<file path="config.mk">
export PLATFORM = sky130hd
export DESIGN_NAME = mmu_ram
export DESIGN_NICKNAME = d
export VERILOG_FILES = /design/src/design/mmu_ram.sv
export SDC_FILE = /design/constraint.sdc
export NUM_CORES = 2
export LEC_CHECK = 0
export BUFFER_PORTS_ARGS = -buffer_cell sky130_fd_sc_hd__buf_4
export CAP_MARGIN = 20
export CORE_AREA = 2 2 515 517
export DETAILED_ROUTE_END_ITERATION = 7
export DIE_AREA = 0 0 517 519
export PLACE_DENSITY_LB_ADDON = 0.2
export RECOVER_POWER = 25
export SYNTH_ARGS = -nofsm -noshare
export SYNTH_HDL_FRONTEND = slang
export SYNTH_SLANG_ARGS = --single-unit
</file>
<file path="constraint.sdc">
create_clock -name clk -period 5 [get_ports clk]
set_clock_uncertainty 0.2 [all_clocks]
set_input_delay 0.25 -clock clk [delete_from_list [all_inputs] [get_ports clk]]
set_output_delay 0.25 -clock clk [all_outputs]
set_load 0.01 [all_outputs]
</file>
<file path="src/design/mmu_ram.sv">
module mmu_ram #(
  parameter int WIDTH = 32,
  parameter int DEPTH = 64
) (
  input  logic                                      clk,
  input  logic                                      we,
  input  logic [((DEPTH > 1) ? $clog2(DEPTH) : 1)-1:0] waddr,
  input  logic [WIDTH-1:0]                          wdata,
  input  logic [((DEPTH > 1) ? $clog2(DEPTH) : 1)-1:0] raddr,
  output logic [WIDTH-1:0]                          rdata
);

  logic [WIDTH-1:0] mem [DEPTH];

  // One write port, one registered read port
  always_ff @(posedge clk) begin
    if (we) begin
      mem[waddr] <= wdata;
    end
    rdata <= mem[raddr];
  end

endmodule

</file>
==> qor.yml <==
core_area_mm2: 0.263
setup_tns_ns: 0
start_kind: "input pin"
rows: 189
io_pins: 78
multi_input_area_mm2: 0.0160
routabilityCongestion: 0.758
r2r-end: "rdata[30]"
critPathRequiredTime_ns: 5.27
arrival_ns: 3.50
drt_drc_violations_left: 0
cap_violations: 24
finalHoldViolations: 0
place_worst_setup_slack_ns: 1.43
yosysMostFrequentCell: "edfxtp_1"
powerDensity_mw_per_mm2: 405
synth-main-ff-cell: "edfxtp_1"
fin_hold_ws_ns: 0.0847
ir_worst_vdd_mv: 0.367
globalRouteTotalUtil: 0.169
seqCellArea_mm2: 0.0621
slew_headroom: -1.18
period_minus_slack_ns: 3.23
cp-startpoint: "waddr[1]"
status: "complete, but fails checks"
slew_violations: 1560
avgSynthCellArea_um2: 23.6
dr.pass1.iters: 5
synth_seq_cells: 2080
synth_warnings: 0
wl_per_cell_um: 30.9
start_util: 0.298
die-height_um: 519
setup.worst_path.end_class: "flop"
worstSetupPathType: "in2reg"
yosysSeqAreaShare: 0.791
cts_tree: "built"
numClockSinks: 2080
syn_to_final_growth_pct: 17.3
worstSetupEndpoint: "mem[27][22]"
cellLeakagePower_nw: 28.2
hp-class: "in2reg"
crit_path_max_fanout: 19
vias_per_cell: 5.00
drive_gt1_frac: 0.298
grt_setup_unrepaired: "false"
synth_nets: 3370
cts_root_buf: "clkbuf_16"
cts_made_buffers: 219
io_buffers: 77
fin_nets: 3696
rrSetupSlack_ns: 2.49
vias: 36900
worst_pin_slew_ns: 3.27
drtAntennaViolNets: 0
violations: "capacitance limit, slew limit"
ys_types: 34
power.total_mw: 37.3
clockBufferDepth: 3
grt_remaining_overflow: 0
clk_pin_slew_worst_paths_ns: 0.06
synth.top_cells.by_area: "edfxtp_1 78%, mux4_2 16%, mux2i_1 1.2%"
synth.top_cells.by_count: "2048 x edfxtp_1, 544 x mux4_2, 137 x nor2_1"
drt_iter0_markers: 3840
fillers: 24400
grt_pass1_wl_um: 316000
instances_no_fill: 7383
synth.top_cell.area_share: 0.783
finalCritPeriodShare: 0.646
grt_max_degree: 74
synth_area_mm2: 0.0785
fp.dieW_um: 517
detailed_place_hpwl_um: 131000
synth-async-reset-ratio: 0
r2r_cells: 5
dieArea_mm2: 0.268
syn_inst: 3324
wl_um: 228000
yosys.area.top_type: "edfxtp_1"
antenna_found_initial: 23
fin_ws_ns: 1.77
grt_pass1_vias: 37900
ctsHtreeMaxLevel: 4
r2r-start: "mem[39][30]"
setup_viol: 0
max_freq_ghz: 0.309
dp_cells: 6922
clock_latency_ns: 0.87
synth_edf_count: 2048
-- worst max-delay path, stage by stage --
cell	delay [ns]
dlygate4sd3_1	0.76
buf_4	0.25
nor2b_1	0.18
nand3_1	0.60
nor2_4	0.89
buf_4	0.52
-- registers in the layout, indices dropped and copies added, names as in the netlist --
name / flops
mem: 2048
rdata: 32
-- layout by cell type (no fill, tap or decap), types with 7 or more instances in the layout --
cell type / synthesis / layout
mux2i_1: 93 / 93
o22ai_1: 84 / 84
edfxtp_1: 2048 / 2048
clkbuf_16: 0 / 221
a22oi_1: 12 / 12
clkinv_1: 0 / 40
o221ai_1: 27 / 27
nor2_4: 0 / 62
a21oi_1: 62 / 62
nand2_1: 26 / 25
clkbuf_8: 0 / 16
buf_12: 0 / 24
clkbuf_1: 74 / 92
nor2_1: 137 / 75
bufinv_16: 0 / 14
nor2b_1: 15 / 15
buf_4: 25 / 196
a311oi_1: 8 / 8
nand2b_1: 8 / 7
mux4_2: 544 / 544
dlygate4sd3_1: 0 / 38
dfxtp_1: 32 / 32
clkinv_2: 0 / 35
-- worst min path at each step --
stage / from / endpoint / cells past startpoint
final: raddr[3] / rdata[12] / 4
after CTS: raddr[3] / rdata[0] / 4
after floorplan: wdata[0] / mem[0][0] / 0
after global placement: rdata[4] / rdata[4] / 1
after global routing: raddr[3] / rdata[0] / 4
after detailed placement: rdata[17] / rdata[17] / 1
-- layer usage --
| metal | vias up | share of wire | routed length, µm | GRT usage |
|---|---|---|---|---|
| met5 | - | 0.000044 | 10 | 0 |
| met4 | 2 | 0.023 | 5320 | 0.0407 |
| met3 | 288 | 0.048 | 11000 | 0.0230 |
| met2 | 1111 | 0.48 | 109000 | 0.270 |
| met1 | 20500 | 0.45 | 103000 | 0.243 |
| li1 | 15000 | - | - | - |
-- cell type report --
class                           instances  share of cell area
Antenna cell                            6            0.000163
Clock buffer                          305              0.0652
Clock inverter                        110              0.0117
Multi-Input combinational cell       1062               0.173
Sequential cell                      2080               0.675
Tap cell                             3533              0.0480
Timing Repair Buffer                  287              0.0270
-- power by group --
part,switching (mW),internal (mW)
Combinational,1.15,0.695
Clock,6.85,9.13
Sequential,0.105,19.3
Total,8.11,29.2
-- repair_timing --
item | in CTS | in global routing
gates resized for setup | 0 | 0
endpoints found under the hold margin | 2193 | 0
hold buffers | 38 | 0
setup buffers | 0 | 0
-- cell families (layout without fill, tap and decap cells) --
| group | Yosys count | in the layout | share of synthesized area |
|---|---|---|---|
| compound gates | 202 | 202 | 0.0167 |
| buf+inv | 182 | 702 | 0.0113 |
| flops | 2080 | 2080 | 0.791 |
| mux | 637 | 637 | 0.168 |
| other cells | 0 | 6 | 0 |
| simple gates | 223 | 223 | 0.0127 |
-- metrics by stage --
step | cell area, µm² | utilization
after floorplan | 78500 | -
after detailed placement | 84700 | 0.321
after global routing | 92100 | 0.350
final | 92100 | 0.350
after CTS | 92200 | 0.350
after global placement | 84700 | 0.321
Power figures use the tool's default switching activity.
